$ cat src/design/lbcm_pkg.sv
// ----------------------------------------------------------------------------
// LED blink current monitor package
// Shared constants, codes, configuration and control types for the monitor.
// ----------------------------------------------------------------------------
package lbcm_pkg;

  localparam int RING_DEPTH = 16;
  localparam int RING_AW = $clog2(RING_DEPTH);
  localparam int LOOKBACK = 7;

  localparam int SAMPLE_W = 12;
  localparam int CUR_W = 15;
  localparam int ACC_W = 18;
  localparam int MAG_W = 16;
  localparam int QUO3_W = 15;
  localparam int INDEX_W = 24;
  localparam int BLINK_W = 16;
  localparam int PEAK_W = 14;
  localparam int PSUM_W = 32;
  localparam int STBY_W = 24;
  localparam int LED_W = 11;
  localparam int DELTA_W = 10;
  localparam int NLED_W = 5;
  localparam int LIMIT_W = 23;
  localparam int VERDICT_W = 3;
  localparam int ADDR_W = 5;
  localparam int DATA_W = 32;

  localparam int READ_TAPS = 5;
  localparam int DIV_STEPS = PSUM_W;
  localparam int CNT_W = 5;

  localparam int RECIP3_SHIFT = 17;
  localparam logic [MAG_W-1:0] RECIP3 = 16'd43691;
  localparam int LED_ROUND = 32;
  localparam int LED_SHIFT = 6;

  localparam logic [DELTA_W-1:0] DELTA_DEFAULT = 10'd15;
  localparam logic [DELTA_W-1:0] DELTA_RESET = 10'd15;
  localparam logic [NLED_W-1:0] NLED_RESET = 5'd17;
  localparam logic [PEAK_W-1:0] MIN_PEAK_RESET = 14'd30;
  localparam logic [PEAK_W-1:0] MAX_PEAK_RESET = 14'd100;
  localparam logic [LIMIT_W-1:0] LIMIT_RESET = 23'd200;

  localparam logic [2:0] TAP_PREV = 3'd0;
  localparam logic [2:0] TAP_NEXT = 3'd1;
  localparam logic [2:0] TAP_OLD_PREV = 3'd2;
  localparam logic [2:0] TAP_OLD = 3'd3;
  localparam logic [2:0] TAP_OLD_NEXT = 3'd4;

  typedef enum logic [1:0] {
    MODE_TEST    = 2'd0,
    MODE_STANDBY = 2'd1,
    MODE_FINISH  = 2'd2
  } mode_t;

  typedef enum logic [VERDICT_W-1:0] {
    VERDICT_PASS        = 3'd0,
    VERDICT_UNDERPOWER  = 3'd1,
    VERDICT_NO_BOOT     = 3'd2,
    VERDICT_MISSING_LED = 3'd3,
    VERDICT_OVERPOWER   = 3'd4,
    VERDICT_STANDBY     = 3'd5
  } verdict_t;

  typedef enum logic [2:0] {
    REG_DELTA         = 3'd0,
    REG_CHARGER_SCALE = 3'd1,
    REG_EXPECTED_LEDS = 3'd2,
    REG_MIN_PEAK      = 3'd3,
    REG_MAX_PEAK      = 3'd4,
    REG_STANDBY_LIMIT = 3'd5
  } reg_idx_t;

  typedef enum logic [2:0] {
    ST_IDLE,
    ST_SAMPLE,
    ST_READ,
    ST_SCALE,
    ST_EDGE,
    ST_STANDBY,
    ST_DIVIDE,
    ST_REPORT
  } state_t;

  typedef struct packed {
    logic [DELTA_W-1:0] delta_ma;
    logic               charger_scale;
    logic [NLED_W-1:0]  expected_leds;
    logic [PEAK_W-1:0]  min_peak_ma;
    logic [PEAK_W-1:0]  max_peak_ma;
    logic [LIMIT_W-1:0] standby_limit;
  } cfg_t;

  typedef struct packed {
    logic       capture;
    logic       sample_write;
    logic       rd_en;
    logic [2:0] rd_sel;
    logic       acc_en;
    logic [2:0] acc_sel;
    logic       scale;
    logic       edge_apply;
    logic       stby_add;
    logic       div_init;
    logic       div_step;
    logic       report_load;
  } cmd_t;

  typedef struct packed {
    logic window;
    logic out_free;
  } stat_t;

  function automatic logic [RING_AW-1:0] tap_offset(input logic [2:0] sel);
    logic [RING_AW-1:0] off;
    case (sel)
      TAP_PREV:     off = RING_AW'(RING_DEPTH - 1);
      TAP_NEXT:     off = RING_AW'(1);
      TAP_OLD_PREV: off = RING_AW'(RING_DEPTH - LOOKBACK - 1);
      TAP_OLD:      off = RING_AW'(RING_DEPTH - LOOKBACK);
      TAP_OLD_NEXT: off = RING_AW'(RING_DEPTH - LOOKBACK + 1);
      default:      off = '0;
    endcase
    return off;
  endfunction

  function automatic logic tap_subtract(input logic [2:0] sel);
    return (sel != TAP_PREV) && (sel != TAP_NEXT);
  endfunction

endpackage

$ cat src/design/lbcm_meas_if.sv
// ----------------------------------------------------------------------------
// Measurement channel
// Valid/ready channel that carries one current measurement item.
// ----------------------------------------------------------------------------
interface lbcm_meas_if;
  logic                                  valid;
  logic                                  ready;
  logic [1:0]                            mode;
  logic signed [lbcm_pkg::SAMPLE_W-1:0]  current_sample;

  modport source (output valid, output mode, output current_sample, input ready);
  modport sink (input valid, input mode, input current_sample, output ready);
endinterface

$ cat src/design/lbcm_report_if.sv
// ----------------------------------------------------------------------------
// Report channel
// Valid/ready channel that carries one evaluation report item.
// ----------------------------------------------------------------------------
interface lbcm_report_if;
  logic                                valid;
  logic                                ready;
  logic [lbcm_pkg::VERDICT_W-1:0]      verdict;
  logic [lbcm_pkg::LED_W-1:0]          led_count;
  logic [lbcm_pkg::BLINK_W-1:0]        blink_count;
  logic [lbcm_pkg::PEAK_W-1:0]         average_peak;
  logic signed [lbcm_pkg::STBY_W-1:0]  standby_total;
  logic [lbcm_pkg::INDEX_W-1:0]        samples_seen;

  modport source (output valid, output verdict, output led_count, output blink_count,
                  output average_peak, output standby_total, output samples_seen,
                  input ready);
  modport sink (input valid, input verdict, input led_count, input blink_count,
                input average_peak, input standby_total, input samples_seen,
                output ready);
endinterface

$ cat src/design/led_blink_current_monitor.sv
// ----------------------------------------------------------------------------
// LED blink current monitor
// Counts LED blinks from supply-current samples and evaluates a unit.
// ----------------------------------------------------------------------------
// The block takes one item at a time. A standby sample passes through the
// standby step before the next item can be taken. A self-test sample goes
// through the sample and edge steps while the ring is filling, and adds five
// ring reads through the single read port and the divide-by-3 multiply once
// 16 samples are in. A finish item runs the one bit per cycle divider for the
// average peak, plus any wait for the previous report to be taken. The report
// sits in an output register, so new samples are accepted while it waits.
// Configuration is written through the APB port with no wait states and
// should only change while the block is idle.
module led_blink_current_monitor (
  input  logic                           clk,
  input  logic                           rst,
  lbcm_meas_if.sink                      meas,
  lbcm_report_if.source                  report,
  input  logic                           psel,
  input  logic                           penable,
  input  logic                           pwrite,
  input  logic [lbcm_pkg::ADDR_W-1:0]    paddr,
  input  logic [lbcm_pkg::DATA_W-1:0]    pwdata,
  output logic [lbcm_pkg::DATA_W-1:0]    prdata,
  output logic                           pready
);

  lbcm_pkg::cfg_t   cfg;
  lbcm_pkg::cmd_t   cmd;
  lbcm_pkg::stat_t  stat;
  logic             cfg_write;

  assign pready    = 1'b1;
  assign cfg_write = psel && penable && pwrite;

  always_ff @(posedge clk) begin
    if (rst) begin
      cfg.delta_ma      <= lbcm_pkg::DELTA_RESET;
      cfg.charger_scale <= 1'b0;
      cfg.expected_leds <= lbcm_pkg::NLED_RESET;
      cfg.min_peak_ma   <= lbcm_pkg::MIN_PEAK_RESET;
      cfg.max_peak_ma   <= lbcm_pkg::MAX_PEAK_RESET;
      cfg.standby_limit <= lbcm_pkg::LIMIT_RESET;
    end else if (cfg_write) begin
      case (paddr[4:2])
        lbcm_pkg::REG_DELTA:         cfg.delta_ma <= pwdata[lbcm_pkg::DELTA_W-1:0];
        lbcm_pkg::REG_CHARGER_SCALE: cfg.charger_scale <= pwdata[0];
        lbcm_pkg::REG_EXPECTED_LEDS: cfg.expected_leds <= pwdata[lbcm_pkg::NLED_W-1:0];
        lbcm_pkg::REG_MIN_PEAK:      cfg.min_peak_ma <= pwdata[lbcm_pkg::PEAK_W-1:0];
        lbcm_pkg::REG_MAX_PEAK:      cfg.max_peak_ma <= pwdata[lbcm_pkg::PEAK_W-1:0];
        lbcm_pkg::REG_STANDBY_LIMIT: cfg.standby_limit <= pwdata[lbcm_pkg::LIMIT_W-1:0];
        default: ;
      endcase
    end
  end

  always_comb begin
    case (paddr[4:2])
      lbcm_pkg::REG_DELTA:         prdata = lbcm_pkg::DATA_W'(cfg.delta_ma);
      lbcm_pkg::REG_CHARGER_SCALE: prdata = lbcm_pkg::DATA_W'(cfg.charger_scale);
      lbcm_pkg::REG_EXPECTED_LEDS: prdata = lbcm_pkg::DATA_W'(cfg.expected_leds);
      lbcm_pkg::REG_MIN_PEAK:      prdata = lbcm_pkg::DATA_W'(cfg.min_peak_ma);
      lbcm_pkg::REG_MAX_PEAK:      prdata = lbcm_pkg::DATA_W'(cfg.max_peak_ma);
      lbcm_pkg::REG_STANDBY_LIMIT: prdata = lbcm_pkg::DATA_W'(cfg.standby_limit);
      default:                     prdata = '0;
    endcase
  end

  lbcm_ctrl u_ctrl (
    .clk        (clk),
    .rst        (rst),
    .meas_valid (meas.valid),
    .mode       (meas.mode),
    .meas_ready (meas.ready),
    .stat       (stat),
    .cmd        (cmd)
  );

  lbcm_datapath u_datapath (
    .clk            (clk),
    .rst            (rst),
    .cmd            (cmd),
    .stat           (stat),
    .cfg            (cfg),
    .current_sample (meas.current_sample),
    .report_ready   (report.ready),
    .report_valid   (report.valid),
    .verdict        (report.verdict),
    .led_count      (report.led_count),
    .blink_count    (report.blink_count),
    .average_peak   (report.average_peak),
    .standby_total  (report.standby_total),
    .samples_seen   (report.samples_seen)
  );

endmodule

$ cat src/design/lbcm_ram.sv
// ----------------------------------------------------------------------------
// Generic RAM
// One write port and one read port with registered read data.
// ----------------------------------------------------------------------------
module lbcm_ram #(
  parameter int WIDTH = 8,
  parameter int DEPTH = 16
) (
  input  logic                     clk,
  input  logic                     we,
  input  logic [$clog2(DEPTH)-1:0] waddr,
  input  logic [WIDTH-1:0]         wdata,
  input  logic                     re,
  input  logic [$clog2(DEPTH)-1:0] raddr,
  output logic [WIDTH-1:0]         rdata
);

  logic [WIDTH-1:0] mem [DEPTH];

  always_ff @(posedge clk) begin
    if (we) begin
      mem[waddr] <= wdata;
    end
    if (re) begin
      rdata <= mem[raddr];
    end
  end

endmodule

$ cat src/design/lbcm_ctrl.sv
// ----------------------------------------------------------------------------
// Monitor controller
// Sequences each item through the sample, tap read, scaling and edge steps,
// the standby step, or the divide and report steps of the datapath.
// ----------------------------------------------------------------------------
module lbcm_ctrl (
  input  logic                clk,
  input  logic                rst,
  input  logic                meas_valid,
  input  logic [1:0]          mode,
  output logic                meas_ready,
  input  lbcm_pkg::stat_t     stat,
  output lbcm_pkg::cmd_t      cmd
);

  lbcm_pkg::state_t            state, state_next;
  logic [lbcm_pkg::CNT_W-1:0]  cnt, cnt_next;

  always_ff @(posedge clk) begin
    if (rst) begin
      state <= lbcm_pkg::ST_IDLE;
      cnt   <= '0;
    end else begin
      state <= state_next;
      cnt   <= cnt_next;
    end
  end

  always_comb begin
    state_next = state;
    case (state)
      lbcm_pkg::ST_IDLE: begin
        if (meas_valid) begin
          case (mode)
            lbcm_pkg::MODE_TEST:    state_next = lbcm_pkg::ST_SAMPLE;
            lbcm_pkg::MODE_STANDBY: state_next = lbcm_pkg::ST_STANDBY;
            lbcm_pkg::MODE_FINISH:  state_next = lbcm_pkg::ST_DIVIDE;
            default:                state_next = lbcm_pkg::ST_IDLE;
          endcase
        end
      end
      lbcm_pkg::ST_SAMPLE: begin
        state_next = stat.window ? lbcm_pkg::ST_READ : lbcm_pkg::ST_EDGE;
      end
      lbcm_pkg::ST_READ: begin
        if (cnt == lbcm_pkg::CNT_W'(lbcm_pkg::READ_TAPS)) begin
          state_next = lbcm_pkg::ST_SCALE;
        end
      end
      lbcm_pkg::ST_SCALE:   state_next = lbcm_pkg::ST_EDGE;
      lbcm_pkg::ST_EDGE:    state_next = lbcm_pkg::ST_IDLE;
      lbcm_pkg::ST_STANDBY: state_next = lbcm_pkg::ST_IDLE;
      lbcm_pkg::ST_DIVIDE: begin
        if (cnt == lbcm_pkg::CNT_W'(lbcm_pkg::DIV_STEPS - 1)) begin
          state_next = lbcm_pkg::ST_REPORT;
        end
      end
      lbcm_pkg::ST_REPORT: begin
        if (stat.out_free) begin
          state_next = lbcm_pkg::ST_IDLE;
        end
      end
      default: state_next = lbcm_pkg::ST_IDLE;
    endcase
  end

  assign cnt_next = (state_next == state) ? cnt + 1'b1 : '0;

  always_comb begin
    meas_ready = 1'b0;
    cmd        = '0;
    case (state)
      lbcm_pkg::ST_IDLE: begin
        meas_ready   = 1'b1;
        cmd.capture  = meas_valid;
        cmd.div_init = meas_valid && (mode == lbcm_pkg::MODE_FINISH);
      end
      lbcm_pkg::ST_SAMPLE: cmd.sample_write = 1'b1;
      lbcm_pkg::ST_READ: begin
        cmd.rd_en   = cnt < lbcm_pkg::CNT_W'(lbcm_pkg::READ_TAPS);
        cmd.rd_sel  = cnt[2:0];
        cmd.acc_en  = cnt != '0;
        cmd.acc_sel = cnt[2:0] - 3'd1;
      end
      lbcm_pkg::ST_SCALE:   cmd.scale = 1'b1;
      lbcm_pkg::ST_EDGE:    cmd.edge_apply = 1'b1;
      lbcm_pkg::ST_STANDBY: cmd.stby_add = 1'b1;
      lbcm_pkg::ST_DIVIDE:  cmd.div_step = 1'b1;
      lbcm_pkg::ST_REPORT:  cmd.report_load = stat.out_free;
      default: cmd = '0;
    endcase
  end

endmodule

$ cat src/design/lbcm_datapath.sv
// ----------------------------------------------------------------------------
// Monitor datapath
// Sample ring, filtered difference, blink and peak tracking, standby sum,
// peak average divider and the report register.
// ----------------------------------------------------------------------------
module lbcm_datapath (
  input  logic                                  clk,
  input  logic                                  rst,
  input  lbcm_pkg::cmd_t                        cmd,
  output lbcm_pkg::stat_t                       stat,
  input  lbcm_pkg::cfg_t                        cfg,
  input  logic signed [lbcm_pkg::SAMPLE_W-1:0]  current_sample,
  input  logic                                  report_ready,
  output logic                                  report_valid,
  output logic [lbcm_pkg::VERDICT_W-1:0]        verdict,
  output logic [lbcm_pkg::LED_W-1:0]            led_count,
  output logic [lbcm_pkg::BLINK_W-1:0]          blink_count,
  output logic [lbcm_pkg::PEAK_W-1:0]           average_peak,
  output logic signed [lbcm_pkg::STBY_W-1:0]    standby_total,
  output logic [lbcm_pkg::INDEX_W-1:0]          samples_seen
);

  logic signed [lbcm_pkg::SAMPLE_W-1:0]  sample_r;
  logic signed [lbcm_pkg::CUR_W-1:0]     cur_ext, cur;
  logic [lbcm_pkg::RING_AW-1:0]          ring_raddr;
  logic [lbcm_pkg::CUR_W-1:0]            ring_rdata;
  logic signed [lbcm_pkg::ACC_W-1:0]     ring_ext, acc;
  logic [lbcm_pkg::MAG_W-1:0]            mag;
  logic [2*lbcm_pkg::MAG_W-1:0]          prod;
  logic [lbcm_pkg::QUO3_W-1:0]           q_mag;
  logic                                  q_neg;
  logic [lbcm_pkg::DELTA_W-1:0]          delta_eff;
  logic                                  q_gt, rise, fall;

  logic [lbcm_pkg::INDEX_W-1:0]          sample_index;
  logic                                  led_on;
  logic [lbcm_pkg::BLINK_W-1:0]          blinks;
  logic [lbcm_pkg::PEAK_W-1:0]           peak_now;
  logic [lbcm_pkg::PSUM_W-1:0]           peak_sum;
  logic signed [lbcm_pkg::STBY_W-1:0]    standby_sum;
  logic [lbcm_pkg::PSUM_W:0]             psum_ext;
  logic signed [lbcm_pkg::STBY_W:0]      stby_ext;

  logic [lbcm_pkg::BLINK_W-1:0]          rem;
  logic [lbcm_pkg::PSUM_W-1:0]           quo;
  logic [lbcm_pkg::BLINK_W:0]            div_shift;
  logic                                  div_ge;

  logic [lbcm_pkg::BLINK_W:0]            led_sum;
  logic [lbcm_pkg::LED_W-1:0]            leds;
  logic [lbcm_pkg::PEAK_W-1:0]           avg;
  logic                                  stby_over;
  lbcm_pkg::verdict_t                    verdict_calc, verdict_r;

  always_ff @(posedge clk) begin
    if (cmd.capture) begin
      sample_r <= current_sample;
    end
  end

  assign cur_ext = lbcm_pkg::CUR_W'(sample_r);
  assign cur     = cfg.charger_scale ? (cur_ext <<< 2) + cur_ext : cur_ext;

  assign ring_raddr = sample_index[lbcm_pkg::RING_AW-1:0] + lbcm_pkg::tap_offset(cmd.rd_sel);

  lbcm_ram #(
    .WIDTH (lbcm_pkg::CUR_W),
    .DEPTH (lbcm_pkg::RING_DEPTH)
  ) u_ring (
    .clk   (clk),
    .we    (cmd.sample_write),
    .waddr (sample_index[lbcm_pkg::RING_AW-1:0]),
    .wdata (cur),
    .re    (cmd.rd_en),
    .raddr (ring_raddr),
    .rdata (ring_rdata)
  );

  assign ring_ext = lbcm_pkg::ACC_W'($signed(ring_rdata));
  assign mag      = acc[lbcm_pkg::ACC_W-1] ? lbcm_pkg::MAG_W'(-acc) : lbcm_pkg::MAG_W'(acc);
  assign prod     = mag * lbcm_pkg::RECIP3;

  always_ff @(posedge clk) begin
    if (cmd.sample_write) begin
      acc   <= lbcm_pkg::ACC_W'(cur);
      q_mag <= '0;
      q_neg <= 1'b0;
    end else if (cmd.acc_en) begin
      if (lbcm_pkg::tap_subtract(cmd.acc_sel)) begin
        acc <= acc - ring_ext;
      end else begin
        acc <= acc + ring_ext;
      end
    end else if (cmd.scale) begin
      q_mag <= prod[2*lbcm_pkg::MAG_W-1:lbcm_pkg::RECIP3_SHIFT];
      q_neg <= acc[lbcm_pkg::ACC_W-1];
    end
  end

  assign delta_eff = (cfg.delta_ma == '0) ? lbcm_pkg::DELTA_DEFAULT : cfg.delta_ma;
  assign q_gt      = q_mag > lbcm_pkg::QUO3_W'(delta_eff);
  assign rise      = cmd.edge_apply && !q_neg && q_gt && !led_on;
  assign fall      = cmd.edge_apply && q_neg && q_gt && led_on;

  assign psum_ext = {1'b0, peak_sum} + (lbcm_pkg::PSUM_W + 1)'(peak_now);
  assign stby_ext = (lbcm_pkg::STBY_W + 1)'(standby_sum) + (lbcm_pkg::STBY_W + 1)'(sample_r);

  always_ff @(posedge clk) begin
    if (rst || cmd.report_load) begin
      sample_index <= '0;
      led_on       <= 1'b0;
      blinks       <= '0;
      peak_now     <= '0;
      peak_sum     <= '0;
      standby_sum  <= '0;
    end else begin
      if (cmd.sample_write && !cur[lbcm_pkg::CUR_W-1]
          && (cur[lbcm_pkg::PEAK_W-1:0] > peak_now)) begin
        peak_now <= cur[lbcm_pkg::PEAK_W-1:0];
      end
      if (rise) begin
        led_on <= 1'b1;
        if (blinks != '1) begin
          blinks <= blinks + 1'b1;
        end
      end
      if (fall) begin
        led_on   <= 1'b0;
        peak_now <= '0;
        peak_sum <= psum_ext[lbcm_pkg::PSUM_W] ? '1 : psum_ext[lbcm_pkg::PSUM_W-1:0];
      end
      if (cmd.edge_apply && (sample_index != '1)) begin
        sample_index <= sample_index + 1'b1;
      end
      if (cmd.stby_add) begin
        if (stby_ext[lbcm_pkg::STBY_W] != stby_ext[lbcm_pkg::STBY_W-1]) begin
          standby_sum <= stby_ext[lbcm_pkg::STBY_W]
                         ? {1'b1, {(lbcm_pkg::STBY_W-1){1'b0}}}
                         : {1'b0, {(lbcm_pkg::STBY_W-1){1'b1}}};
        end else begin
          standby_sum <= stby_ext[lbcm_pkg::STBY_W-1:0];
        end
      end
    end
  end

  assign div_shift = {rem, quo[lbcm_pkg::PSUM_W-1]};
  assign div_ge    = div_shift >= {1'b0, blinks};

  always_ff @(posedge clk) begin
    if (cmd.div_init) begin
      rem <= '0;
      quo <= peak_sum;
    end else if (cmd.div_step) begin
      if (div_ge) begin
        rem <= lbcm_pkg::BLINK_W'(div_shift - {1'b0, blinks});
      end else begin
        rem <= div_shift[lbcm_pkg::BLINK_W-1:0];
      end
      quo <= {quo[lbcm_pkg::PSUM_W-2:0], div_ge};
    end
  end

  assign led_sum = {1'b0, blinks} + (lbcm_pkg::BLINK_W + 1)'(lbcm_pkg::LED_ROUND);
  assign leds    = lbcm_pkg::LED_W'(led_sum >> lbcm_pkg::LED_SHIFT);

  always_comb begin
    if (blinks == '0) begin
      avg = '0;
    end else if (quo[lbcm_pkg::PSUM_W-1:lbcm_pkg::PEAK_W] != '0) begin
      avg = '1;
    end else begin
      avg = quo[lbcm_pkg::PEAK_W-1:0];
    end
  end

  assign stby_over = !standby_sum[lbcm_pkg::STBY_W-1]
                     && (standby_sum[lbcm_pkg::STBY_W-2:0] > cfg.standby_limit);

  always_comb begin
    if (avg < cfg.min_peak_ma) begin
      verdict_calc = lbcm_pkg::VERDICT_UNDERPOWER;
    end else if (leds == '0) begin
      verdict_calc = lbcm_pkg::VERDICT_NO_BOOT;
    end else if (leds != lbcm_pkg::LED_W'(cfg.expected_leds)) begin
      verdict_calc = lbcm_pkg::VERDICT_MISSING_LED;
    end else if (avg > cfg.max_peak_ma) begin
      verdict_calc = lbcm_pkg::VERDICT_OVERPOWER;
    end else if (stby_over) begin
      verdict_calc = lbcm_pkg::VERDICT_STANDBY;
    end else begin
      verdict_calc = lbcm_pkg::VERDICT_PASS;
    end
  end

  always_ff @(posedge clk) begin
    if (rst) begin
      report_valid <= 1'b0;
    end else if (cmd.report_load) begin
      report_valid <= 1'b1;
    end else if (report_ready) begin
      report_valid <= 1'b0;
    end
  end

  always_ff @(posedge clk) begin
    if (cmd.report_load) begin
      verdict_r     <= verdict_calc;
      led_count     <= leds;
      blink_count   <= blinks;
      average_peak  <= avg;
      standby_total <= standby_sum;
      samples_seen  <= sample_index;
    end
  end

  assign verdict       = verdict_r;
  assign stat.window   = sample_index[lbcm_pkg::INDEX_W-1:lbcm_pkg::RING_AW] != '0;
  assign stat.out_free = !report_valid || report_ready;

  a_led_has_blink: assert property (@(posedge clk) disable iff (rst)
    led_on |-> blinks != '0)
    else $error("LED marked on with no blink counted");

  a_report_clears: assert property (@(posedge clk) disable iff (rst)
    cmd.report_load |=> report_valid && (blinks == '0) && (sample_index == '0))
    else $error("Report load did not present a result and clear the state");

  a_read_in_window: assert property (@(posedge clk) disable iff (rst)
    cmd.rd_en |-> sample_index[lbcm_pkg::INDEX_W-1:lbcm_pkg::RING_AW] != '0)
    else $error("Ring read before the ring was filled");

  a_index_monotonic: assert property (@(posedge clk) disable iff (rst)
    !$past(rst) && !$past(cmd.report_load) |-> sample_index >= $past(sample_index))
    else $error("Sample index went backwards without a finish");

endmodule
$ cat src/flat_wrapper.sv
// flat-port wrapper written by rule: the top's interface ports become plain ports
module led_blink_current_monitor_flat 
  (clk, rst, psel, penable, pwrite, paddr, pwdata, prdata, pready, meas_valid, meas_mode, meas_current_sample, meas_ready, report_valid, report_verdict, report_led_count, report_blink_count, report_average_peak, report_standby_total, report_samples_seen, report_ready);
  lbcm_meas_if meas_i ();
  lbcm_report_if report_i ();
  input  logic clk;
  input  logic rst;
  input  logic psel;
  input  logic penable;
  input  logic pwrite;
  input  logic [lbcm_pkg::ADDR_W-1:0] paddr;
  input  logic [lbcm_pkg::DATA_W-1:0] pwdata;
  output logic [lbcm_pkg::DATA_W-1:0] prdata;
  output logic pready;
  input wire logic [$bits(meas_i.valid)-1:0] meas_valid;
  input wire logic [$bits(meas_i.mode)-1:0] meas_mode;
  input wire logic [$bits(meas_i.current_sample)-1:0] meas_current_sample;
  output wire logic [$bits(meas_i.ready)-1:0] meas_ready;
  output wire logic [$bits(report_i.valid)-1:0] report_valid;
  output wire logic [$bits(report_i.verdict)-1:0] report_verdict;
  output wire logic [$bits(report_i.led_count)-1:0] report_led_count;
  output wire logic [$bits(report_i.blink_count)-1:0] report_blink_count;
  output wire logic [$bits(report_i.average_peak)-1:0] report_average_peak;
  output wire logic [$bits(report_i.standby_total)-1:0] report_standby_total;
  output wire logic [$bits(report_i.samples_seen)-1:0] report_samples_seen;
  input wire logic [$bits(report_i.ready)-1:0] report_ready;
  assign meas_i.valid = meas_valid;
  assign meas_i.mode = meas_mode;
  assign meas_i.current_sample = meas_current_sample;
  assign meas_ready = meas_i.ready;
  assign report_valid = report_i.valid;
  assign report_verdict = report_i.verdict;
  assign report_led_count = report_i.led_count;
  assign report_blink_count = report_i.blink_count;
  assign report_average_peak = report_i.average_peak;
  assign report_standby_total = report_i.standby_total;
  assign report_samples_seen = report_i.samples_seen;
  assign report_i.ready = report_ready;
  led_blink_current_monitor u_core (.clk(clk), .rst(rst), .meas(meas_i), .report(report_i), .psel(psel), .penable(penable), .pwrite(pwrite), .paddr(paddr), .pwdata(pwdata), .prdata(prdata), .pready(pready));
endmodule
$ cat config.mk
export PLATFORM = sky130hd
export DESIGN_NAME = led_blink_current_monitor_flat
export DESIGN_NICKNAME = d
export VERILOG_FILES = /design/src/design/lbcm_pkg.sv /design/src/design/lbcm_meas_if.sv /design/src/design/lbcm_report_if.sv /design/src/design/led_blink_current_monitor.sv /design/src/design/lbcm_ram.sv /design/src/design/lbcm_ctrl.sv /design/src/design/lbcm_datapath.sv /design/src/flat_wrapper.sv
export SDC_FILE = /design/constraint.sdc
export NUM_CORES = 1
export LEC_CHECK = 0
export ABC_AREA = 0
export BUFFER_PORTS_ARGS = -buffer_cell sky130_fd_sc_hd__buf_4
export CORE_ASPECT_RATIO = 1.75
export CORE_MARGIN = 5
export CORE_UTILIZATION = 30
export CTS_CLUSTER_DIAMETER = 30
export DETAILED_ROUTE_END_ITERATION = 8
export GPL_TIMING_DRIVEN = 0
export SETUP_SLACK_MARGIN = 0.5
export SYNTH_ARGS = -nofsm -noshare
export SYNTH_HDL_FRONTEND = slang
export SYNTH_HIERARCHICAL = 1
export SYNTH_SLANG_ARGS = --single-unit
$ cat constraint.sdc
create_clock -name clk -period 7.1 [get_ports clk]
set_clock_uncertainty 0.05 [all_clocks]
set_input_delay 0 -clock clk [delete_from_list [all_inputs] [get_ports clk]]
set_output_delay 0 -clock clk [all_outputs]
set_load 0.01 [all_outputs]
==> results of run 1 <==
## power by group
part,switching (mW),internal [mW]
Clock,1.89,2.61
Combinational,5.06,4.25
Sequential,0.114,4.05
Total,7.07,10.9
## how the worst min path moves through the flow
| stage | endpoint | slack (ns) | from | depth (start not counted) |
|---|---|---|---|---|
| 2_1_floorplan | u_core/u_ctrl/state[2] | 0.02 | rst | 1 |
| 3_3_place_gp | u_core/u_datapath/sample_r[6] | 0.13 | meas_current_sample[6] | 1 |
| 3_5_place_dp | u_core/u_datapath/sample_r[3] | 0.13 | meas_current_sample[3] | 1 |
| 4_1_cts | u_core/u_datapath/sample_r[8] | 0.004 | meas_current_sample[8] | 2 |
| 5_1_grt | u_core/u_datapath/sample_r[3] | 0.02 | meas_current_sample[3] | 2 |
| 6_report | u_core/u_datapath/sample_r[8] | 0.04 | meas_current_sample[8] | 2 |
## through the flow
stage                     power, mW  setup TNS [ns]  hold WS (ns)  utilization [%]  setup WS [ns]
after floorplan                10.2               0        0.0191                -          0.129
after global placement         12.1           -4.27         0.131             32.9         -0.538
after detailed placement       12.2           -4.41         0.131             33.1         -0.585
after CTS                      17.7         -0.0189       0.00363             36.6        -0.0140
after global routing           19.4           -1.53        0.0230             36.8         -0.218
final                          18.0               0        0.0407             36.8        0.00831
## timing repair
item	in CTS	in global routing
resized for setup	62	19
pin swaps	42	21
hold buffers	54	0
gates cloned	0	0
setup buffers	26	10
endpoints found under the setup margin	26	25
endpoints found under the hold margin	93	0
## sequential cells by signal, indices dropped and copies added (netlist names), 12 cells and up
signal,count
u_core/u_datapath/quo,32
u_core/u_datapath/sample_index,24
u_core/u_datapath/standby_sum,24
u_core/u_datapath/sample_r,12
u_core/u_datapath/blinks,16
u_core/u_datapath/samples_seen,24
u_core/u_datapath/u_ring/rdata,15
u_core/u_datapath/standby_total,24
u_core/u_datapath/peak_now,14
u_core/cfg,67
u_core/u_datapath/average_peak,14
u_core/u_datapath/q_mag,15
u_core/u_datapath/rem,16
u_core/u_datapath/blink_count,16
u_core/u_datapath/peak_sum,32
u_core/u_datapath/acc,18
u_core/u_datapath/u_ring/mem,240
## routing by layer
metal	vias to the layer above	track usage (%)
met5	-	0
met2	580	30.6
met1	12589	16.3
li1	12338	-
met3	214	2.07
met4	2	8.22
## worst reg2reg max path, stage by stage, from the launching register on
cell      delay, ns
edfxtp_1       0.44
or4_4          0.52
or3_4          0.37
or3_4          0.37
and2_4         0.20
xor2_1         0.14
ha_1           0.37
ha_4           0.15
inv_2          0.03
fa_1           0.52
inv_2          0.04
fa_2           0.42
fa_1           0.56
inv_2          0.04
fa_1           0.59
inv_2          0.06
ha_4           0.24
a211o_1        0.30
a21oi_2        0.16
o21ai_2        0.07
and2_4         0.15
or3_4          0.39
a31oi_4        0.19
o21ba_4        0.18
o21bai_1       0.08
xor2_1         0.16
a22o_1         0.18
## cell type report
cell class                      count  share of cell area [%]
Inverter                          331                    2.84
Buffer                            125                    1.37
Timing Repair Buffer              265                    5.06
Clock inverter                     67                    1.77
Clock buffer                       97                    5.24
Antenna cell                        4                  0.0227
Sequential cell                   628                    37.8
Tap cell                         1530                    4.35
Multi-Input combinational cell   2143                    41.5
## layout by cell type, fill, tap and decap left out, drive strengths merged, types with 45 or more instances in the layout
cell / n
o21ai: 140
inv: 349
fa: 78
xor2: 84
clkbuf: 184
edfxtp: 409
nor2: 204
ha: 300
a21oi: 184
mux4: 60
nand2: 138
xnor2: 110
nor2b: 47
mux2i: 80
dfxtp: 219
buf: 249
nand3: 45
a21o: 62
nand2b: 84
dlygate4sd3: 54
==> flow_metrics.py, run 1 <==
metrics = {
    "drt": {
        "drtIter0Drc": 1348,
        "vias_per_cell": 4.96,
        "met2_length_mm": 56.9,
        "wl_met1_mm": 37.4,
        "drt_wl_total_mm": 103,
        "avgRoutedWirePerCell_um": 19.9,
        "top_layer_used": "met5",
        "vias": 25723,
        "ant_nets": 0,
        "met3WireLength_mm": 3.56,
        "detailedRoute.firstPassIterationCount": 7,
        "drc": 0,
    },
    "power_and_ir_drop": {
        "peakVddDrop_mv": 0.771,
        "leakagePower_nw": 17.6,
        "power_density_mw_per_mm2": 408,
    },
    "setup_path": {
        "critPathSlowestCell": "fa_1",
        "worstPathRequired_ns": 7.57,
        "regToRegStartpoint": "u_core/u_datapath/acc[4]",
        "crit_family": "adder cells",
        "cp.depth": 26,
        "r2r_setup_slack_ns": 0.008,
        "rr_endpoint": "u_core/u_datapath/q_mag[8]",
        "critPathMaxFanout": 3,
        "critPathMostFrequentCell": "inv_2",
        "worst-path-buf-inv": 4,
        "endpoint_kind": "register",
        "crit_path_start": "u_core/u_datapath/acc[4]",
        "worst_path_largest_cell_delay_ns": 0.59,
        "worst-r2r-cell-count": 26,
        "critPathLaunchType": "register",
        "crit_end": "u_core/u_datapath/q_mag[8]",
        "critical_path_arrival_ns": 7.56,
        "critical_path_class": "reg2reg",
    },
    "final_layout": {
        "stdcell_count": 5190,
        "final_net_count": 4017,
        "syn2layout_area_growth_pct": 21.8,
        "final_area_mm2": 0.0440,
        "fill_cells": 11717,
        "drive_above_1_share_pct": 17.7,
        "multiInputGateArea_mm2": 0.0183,
        "regArea_mm2": 0.0167,
    },
    "clocking": {
        "htreeDepth": 3,
        "cts-root-buf": "clkbuf_16",
        "cts_buffers": 87,
        "clock_sinks": 628,
        "clk_latency_ns": 0.67,
        "clkTransAtPathRegs_ns": 0.06,
        "clock_path_buffers": 3,
        "cts_tree": "yes",
    },
    "job": {
        "cap_violations": 0,
    },
    "global_route": {
        "antenna_found_initial": 3,
        "grt_max_degree": 59,
        "grt_pass1_vias": 26899,
        "grt_overflow_total": 0,
        "grt_pass1_wl_mm": 158,
        "grt_usage_pct": 15.8,
    },
    "timing": {
        "fmax_mhz": 141,
        "tightest_slew_ns": 1.31,
        "post-route-min-period_ns": 7.09,
        "fin_crit_sh_pct": 99.9,
        "rsz0062_at_grt": "yes",
        "maxSlewViolCount": 0,
        "hold_viol_final": 0,
        "setup_viol_count_final": 0,
        "maxSlewHeadroom_pct": 12.6,
    },
    "placed_design": {
        "gp_congestion": 0.882,
        "io_buffers": 163,
        "post-place-cells": 4932,
        "dp_hpwl_mm": 78.6,
        "placed_area_mm2": 0.0397,
    },
    "floorplan": {
        "io-pin-count": 185,
        "dieHeight_um": 469,
        "initial_core_util_pct": 30.2,
        "die_w_um": 272,
        "die-area_mm2": 0.128,
        "rows": 168,
        "coreArea_mm2": 0.120,
    },
    "synthesis": {
        "yosys_warnings": 6,
        "syn-cell-area_mm2": 0.0362,
        "synth.avg_cell_area_um2": 11.2,
        "synth_cells": 3219,
    },
    "run_status": {
        "status": "finished, final reports clean",
    },
    "min_path": {
        "min_path_type": "in2reg",
    },
}
Power figures use the tool's default switching activity.
==> inputs of run 2 (changes only) <==
--- a/config.mk
+++ b/config.mk
@@ -13,6 +13,7 @@
 export CTS_CLUSTER_DIAMETER = 30
 export DETAILED_ROUTE_END_ITERATION = 8
 export GPL_TIMING_DRIVEN = 0
+export RECOVER_POWER = 50
 export SETUP_SLACK_MARGIN = 0.5
 export SYNTH_ARGS = -nofsm -noshare
 export SYNTH_HDL_FRONTEND = slang
==> flow_metrics.py, run 2 (synthesis gave the netlist of run 1 again) <==
metrics = {
    "power_and_ir_drop": {
        "intPower_mw": 10.9,
        "power.share.clock_pct": 25.1,
        "p_sw_share_pct": 39.3,
        "peakVddDrop_mv": 0.774,
        "leakagePower_nw": 17.2,
        "seqPwrFrac_pct": 23.2,
        "combinationalPowerShare_pct": 51.8,
        "power_density_mw_per_mm2": 413,
        "switching_power_mw": 7.07,
    },
    "drt": {
        "drc": 0,
        "ant_nets": 0,
        "drtIter0Drc": 1407,
        "detailedRoute.firstPassIterationCount": 5,
        "vias_per_cell": 4.97,
        "avgRoutedWirePerCell_um": 19.9,
        "vias": 25769,
        "drt_wl_total_mm": 103,
    },
    "setup_path": {
        "critPathMostFrequentCell": "inv_2",
        "worst-path-buf-inv": 4,
        "critPathMaxFanout": 3,
        "worst-r2r-cell-count": 26,
        "critical_path_arrival_ns": 7.56,
        "rr_endpoint": "u_core/u_datapath/q_mag[8]",
        "endpoint_kind": "register",
        "critical_path_class": "reg2reg",
        "critPathLaunchType": "register",
        "worst_path_largest_cell_delay_ns": 0.59,
        "r2r_setup_slack_ns": 0.01,
        "crit_family": "adder cells",
        "regToRegStartpoint": "u_core/u_datapath/acc[5]",
        "worstPathRequired_ns": 7.57,
        "critPathSlowestCell": "fa_1",
    },
    "run_status": {
        "status": "complete, but fails checks",
        "violations": "max-capacitance violations, max-slew violations",
    },
    "placed_design": {
        "dp_hpwl_mm": 78.6,
        "placed_area_mm2": 0.0397,
        "gp_congestion": 0.882,
        "post-place-cells": 4932,
        "io_buffers": 163,
        "dp_slack_ns": -0.585,
    },
    "clocking": {
        "cts_buffers": 87,
        "clkTransAtPathRegs_ns": 0.06,
        "clk_latency_ns": 0.66,
        "cts_tree": "yes",
        "htreeDepth": 3,
        "clock_path_buffers": 3,
        "cts-root-buf": "clkbuf_16",
        "clock_sinks": 628,
    },
    "final_layout": {
        "fill_cells": 11832,
        "stdcell_count": 5190,
        "reg.largest.list": "u_core/u_datapath/u_ring/mem (240), u_core/cfg (67)",
        "drive_above_1_share_pct": 14.0,
        "mostFrequentLayoutCell": "edfxtp_1",
        "final_area_mm2": 0.0435,
        "syn2layout_area_growth_pct": 20.4,
        "final_net_count": 4017,
        "regMostFlops": "u_core/u_datapath/u_ring/mem",
        "largest_reg_flops": 240,
        "mostFrequentLayoutCells": "edfxtp_1 (409), inv_1 (316), ha_1 (285)",
    },
    "timing": {
        "maxSlewViolCount": 38,
        "setup_viol_count_final": 0,
        "post-route-min-period_ns": 7.09,
        "rsz0062_at_grt": "yes",
        "maxSlewHeadroom_pct": -55.1,
        "fin_crit_sh_pct": 99.8,
        "fmax_mhz": 141,
        "hold_viol_final": 0,
        "tightest_slew_ns": 2.33,
        "fin_ws_ns": 0.0108,
    },
    "floorplan": {
        "die-area_mm2": 0.128,
        "io-pin-count": 185,
        "initial_core_util_pct": 30.2,
        "rows": 168,
        "dieHeight_um": 469,
        "coreArea_mm2": 0.120,
        "die_w_um": 272,
    },
    "global_route": {
        "grt_max_degree": 59,
        "grt_pass1_wl_mm": 158,
        "grt_overflow_total": 0,
        "grt_pass1_vias": 26899,
        "grt_usage_pct": 15.8,
        "antenna_found_initial": 3,
    },
    "min_path": {
        "hp-start": "pwrite",
        "worstHoldEndpoint": "u_core/cfg[60]",
        "hold_depth": 5,
        "min_path_type": "in2reg",
    },
    "job": {
        "cap_violations": 1,
    },
}
-- run 2: cell types whose count changed in the layout (fill, tap and decap cells not counted), sizes merged --
cell | before | now
clkbuf | 184 | 317
buf | 249 | 116
-- run 2: what timing repair did --
| action | 4_1_cts | 5_1_grt |
|---|---|---|
| setup endpoints to repair | 26 | 25 |
| pin swaps | 42 | 21 |
| hold endpoints to repair | 93 | 0 |
| hold buffers | 54 | 0 |
| setup buffers | 26 | 10 |
| gates resized for setup | 62 | 19 |
-- run 2: worst max path at each step --
| stage | startpoint | cells after the start | end |
|---|---|---|---|
| after global placement | u_core/u_datapath/acc[5] | 24 | u_core/u_datapath/q_mag[13] |
| after floorplan | u_core/u_datapath/acc[5] | 26 | u_core/u_datapath/q_mag[9] |
| after global routing | u_core/u_datapath/acc[5] | 26 | u_core/u_datapath/q_mag[8] |
| after detailed placement | u_core/u_datapath/acc[5] | 24 | u_core/u_datapath/q_mag[13] |
| after CTS | u_core/u_datapath/acc[3] | 26 | u_core/u_datapath/q_mag[9] |
| final | u_core/u_datapath/acc[5] | 26 | u_core/u_datapath/q_mag[8] |
-- run 2: layout make-up --
type | count | area, um2 | share of cell area [%]
flip-flops and latches | 628 | 16700 | 38.3
diodes | 4 | 10.0 | 0.0230
clock inverters | 67 | 778 | 1.79
multi-input cells | 2143 | 18300 | 41.9
inverters | 331 | 1250 | 2.87
clock buffers | 97 | 2310 | 5.30
plain buffers | 125 | 598 | 1.37
well taps | 1530 | 1910 | 4.40
repair buffers | 265 | 1750 | 4.02
-- run 2: power by group through the flow --
stage,combinational (mW),clock [mW],sequential (mW)
final,9.31,4.50,4.16
after global routing,10.4,4.76,4.17
after CTS,8.97,4.60,4.17
after detailed placement,7.97,0,4.24
after global placement,7.86,0,4.24
after floorplan,6.05,0,4.19
-- run 2: worst register-to-register path: stages, from the launching register on --
cell	delay, ns
edfxtp_1	0.41
or4_4	0.57
or3_4	0.37
or3_4	0.37
and2_4	0.20
xor2_1	0.14
ha_1	0.37
ha_4	0.15
inv_2	0.03
fa_1	0.52
inv_2	0.04
fa_2	0.42
fa_1	0.56
inv_2	0.04
fa_1	0.59
inv_2	0.06
ha_4	0.24
a211o_1	0.30
a21oi_2	0.16
o21ai_2	0.07
and2_4	0.15
or3_4	0.39
a31oi_4	0.19
o21ba_4	0.18
o21bai_1	0.08
xor2_1	0.16
a22o_1	0.18
-- run 2: metrics by stage --
step	hold WS, ns	util [%]	total power [mW]	setup TNS [ns]
6_report	0.0447	36.3	18.0	0
4_1_cts	0.00363	36.6	17.7	-0.0189
3_5_place_dp	0.131	33.1	12.2	-4.41
3_3_place_gp	0.131	32.9	12.1	-4.27
5_1_grt	0.0417	36.3	19.4	-1.53
2_1_floorplan	0.0191	-	10.2	0
-- run 2: per-layer routing --
layer | vias up | global-route usage (%) | part of all wire, %
met5 | - | 0 | 0.013
met4 | 2 | 8.22 | 5.4
met3 | 221 | 2.07 | 3.4
met2 | 593 | 30.6 | 55
met1 | 12610 | 16.3 | 36
li1 | 12343 | - | -
==> inputs of run 3 (changes only) <==
--- a/config.mk
+++ b/config.mk
@@ -17,5 +17,4 @@
 export SETUP_SLACK_MARGIN = 0.5
 export SYNTH_ARGS = -nofsm -noshare
 export SYNTH_HDL_FRONTEND = slang
-export SYNTH_HIERARCHICAL = 1
 export SYNTH_SLANG_ARGS = --single-unit
==> flow_metrics.py, run 3 <==
metrics = {
    "placed_design": {
        "gp_congestion": 0.953,
        "placed_area_mm2": 0.0395,
        "dp_hpwl_mm": 82.8,
        "io_buffers": 161,
    },
    "setup_path": {
        "critPathSlowestCell": "or4_4",
        "endpoint_kind": "register",
        "r2r_setup_slack_ns": 0.41,
        "critPathMostFrequentCell": "buf_4",
        "critical_path_arrival_ns": 7.23,
        "worstPathRequired_ns": 7.64,
        "crit_path_start": "u_core.u_datapath.acc[6]",
        "critPathMaxFanout": 4,
        "regToRegStartpoint": "u_core.u_datapath.acc[6]",
        "critPathLaunchType": "register",
        "worst_path_largest_cell_delay_ns": 0.60,
        "critical_path_class": "reg2reg",
    },
    "synthesis": {
        "async_flop_share_pct": 0,
        "synth_cells": 3245,
        "synth.avg_cell_area_um2": 11.1,
        "yosys_warnings": 0,
        "ys.flop_type": "edfxtp_1",
        "synth_cell_types": 95,
        "synthTopCellsByCount": "edfxtp_1 (409), inv_1 (311), ha_1 (303)",
        "synth.most_common_cell": "edfxtp_1",
        "synth-edff-count": 409,
        "syn-cell-area_mm2": 0.0360,
        "synth_top_area_share_pct": 34.1,
        "synth_area_leaders": "edfxtp_1 (34%), dfxtp_1 (12%), ha_1 (11%), fa_1 (4.3%), mux4_2 (3.8%)",
        "yosysTopAreaCell": "edfxtp_1",
        "ys_ff_latch": 628,
        "seq_area_frac_synth_pct": 46.3,
    },
    "power_and_ir_drop": {
        "seqPwrFrac_pct": 18.9,
        "switching_power_mw": 9.33,
        "intPower_mw": 13.0,
        "p_sw_share_pct": 41.8,
        "totalPowerFinal_mw": 22.3,
        "power_density_mw_per_mm2": 512,
        "peakVddDrop_mv": 0.808,
        "power.share.clock_pct": 20.0,
        "leakagePower_nw": 16.5,
        "combinationalPowerShare_pct": 61.1,
    },
    "clocking": {
        "clkTransAtPathRegs_ns": 0.06,
        "htreeDepth": 3,
        "clock_path_buffers": 3,
        "clock_sinks": 628,
        "clk_latency_ns": 0.68,
        "cts_tree": "yes",
        "cts_buffers": 86,
        "cts-root-buf": "clkbuf_16",
    },
    "job": {
        "cap_violations": 2,
    },
    "floorplan": {
        "io-pin-count": 185,
        "rows": 168,
        "coreArea_mm2": 0.119,
        "die-area_mm2": 0.127,
        "initial_core_util_pct": 30.1,
        "dieHeight_um": 468,
        "die_w_um": 272,
    },
    "final_layout": {
        "final_net_count": 4075,
        "fill_cells": 11772,
        "syn2layout_area_growth_pct": 21.3,
        "final_area_mm2": 0.0436,
        "largest_reg_flops": 240,
        "drive_above_1_share_pct": 14.9,
        "reg.largest.list": "u_core.u_datapath.u_ring.mem (240), u_core.cfg (67)",
        "mostFrequentLayoutCell": "edfxtp_1",
        "mostFrequentLayoutCells": "edfxtp_1 (409), inv_1 (301), ha_1 (293)",
        "regMostFlops": "u_core.u_datapath.u_ring.mem",
    },
    "timing": {
        "maxSlewViolCount": 56,
        "setup_viol_count_final": 0,
        "tightest_slew_ns": 2.05,
        "fin_crit_sh_pct": 94.3,
        "hold_viol_final": 0,
        "fmax_mhz": 149,
        "rsz0062_at_grt": "yes",
        "post-route-min-period_ns": 6.69,
        "maxSlewHeadroom_pct": -37.2,
    },
    "global_route": {
        "grt_pass1_vias": 27841,
        "antenna_found_initial": 2,
        "grt_overflow_total": 0,
        "grt_usage_pct": 16.7,
        "grt_pass1_wl_mm": 163,
        "grt_max_degree": 37,
    },
    "drt": {
        "detailedRoute.firstPassIterationCount": 5,
        "vias_per_cell": 5.01,
        "drtIter0Drc": 1542,
        "drc": 0,
        "drt_wl_total_mm": 107,
        "ant_nets": 0,
        "vias": 26279,
        "avgRoutedWirePerCell_um": 20.5,
    },
    "min_path": {
        "min_path_type": "in2reg",
        "hp-start": "rst",
    },
    "run_status": {
        "violations": "max-capacitance violations, max-slew violations",
        "status": "complete, but fails checks",
    },
}
-- run 3: cells by family (layout without fill, tap and decap cells) --
logic type | count (synthesis) | in the layout | synth area share [%]
AO/OA/AOI/OAI | 655 | 655 | 11.9
other | 2 | 12 | 0.0209
AND/OR/NAND/NOR | 765 | 765 | 10.1
buffers and inverters | 442 | 899 | 4.83
adder cells (fa/ha/maj) | 399 | 399 | 15.4
multiplexers | 161 | 161 | 6.71
XOR/XNOR | 193 | 193 | 4.72
flip-flops | 628 | 628 | 46.3
-- run 3: area by class of cell --
cell class	count	area, um2	area share [%]
clock inverters	66	783	1.80
diodes	2	5.00	0.0115
clock buffers	95	2220	5.08
well taps	1530	1910	4.39
flip-flops and latches	628	16700	38.2
inverters	313	1180	2.70
repair buffers	296	2000	4.59
multi-input cells	2183	18300	41.9
plain buffers	129	567	1.30
-- run 3: repair_timing --
action,in CTS,in global routing
setup buffers,36,21
resized for setup,66,56
cloned,0,0
endpoints found under the setup margin,15,15
pin swaps,29,42
hold endpoints to repair,83,0
hold buffers,58,0
-- run 3: worst max-delay path, delay by kind of cell, from the launching register on --
| kind | cells | cell delay [ns] |
|---|---|---|
| adders and majority gates | 6 | 2.47 |
| buffers and inverters | 9 | 0.95 |
| xor gates and xnor gates | 2 | 0.37 |
| DFF | 1 | 0.47 |
| and+or+nand+nor | 8 | 1.83 |
| AOI/OAI and AO/OA | 3 | 0.47 |
-- run 3: metrics by stage --
stage | setup WS (ns) | util [%] | hold WS, ns | instances | setup TNS [ns]
2_1_floorplan | 0.468 | - | 0.0489 | 3253 | 0
3_3_place_gp | -2.91 | 32.8 | 0.131 | 4944 | -367.50
3_5_place_dp | -0.410 | 33.1 | 0.132 | 4964 | -2.03
4_1_cts | 0.357 | 36.7 | 0.00355 | 5219 | 0
5_1_grt | 0.137 | 36.5 | 0.0517 | 5242 | 0
6_report | 0.407 | 36.5 | 0.0503 | 5242 | 0
-- run 3: final timing paths --
kind / cells past startpoint / end
max reg2reg: 28 / u_core.u_datapath.q_mag[14]
min: 3 / u_core.cfg[51]
min reg2reg: 0 / u_core.u_datapath.blink_count[14]
max: 28 / u_core.u_datapath.q_mag[14]
-- run 3: layer usage --
layer	vias up	part of all wire [%]	track usage, %	wire length, um
met1	12890	35	16.5	37200
met5	-	0	0	0
met4	0	6.2	9.01	6640
li1	12507	-	-	-
met2	627	55	32.9	59200
met3	255	4.1	2.49	4380
-- run 3: power by group through the flow --
stage               logic [mW]  registers (mW)  clock network, mW
floorplan                 8.11            4.24                  0
global placement          10.4            4.30                  0
detailed placement        10.5            4.29                  0
CTS                       12.6            4.22               4.54
global route              15.3            4.23               4.71
finish                    13.6            4.22               4.47
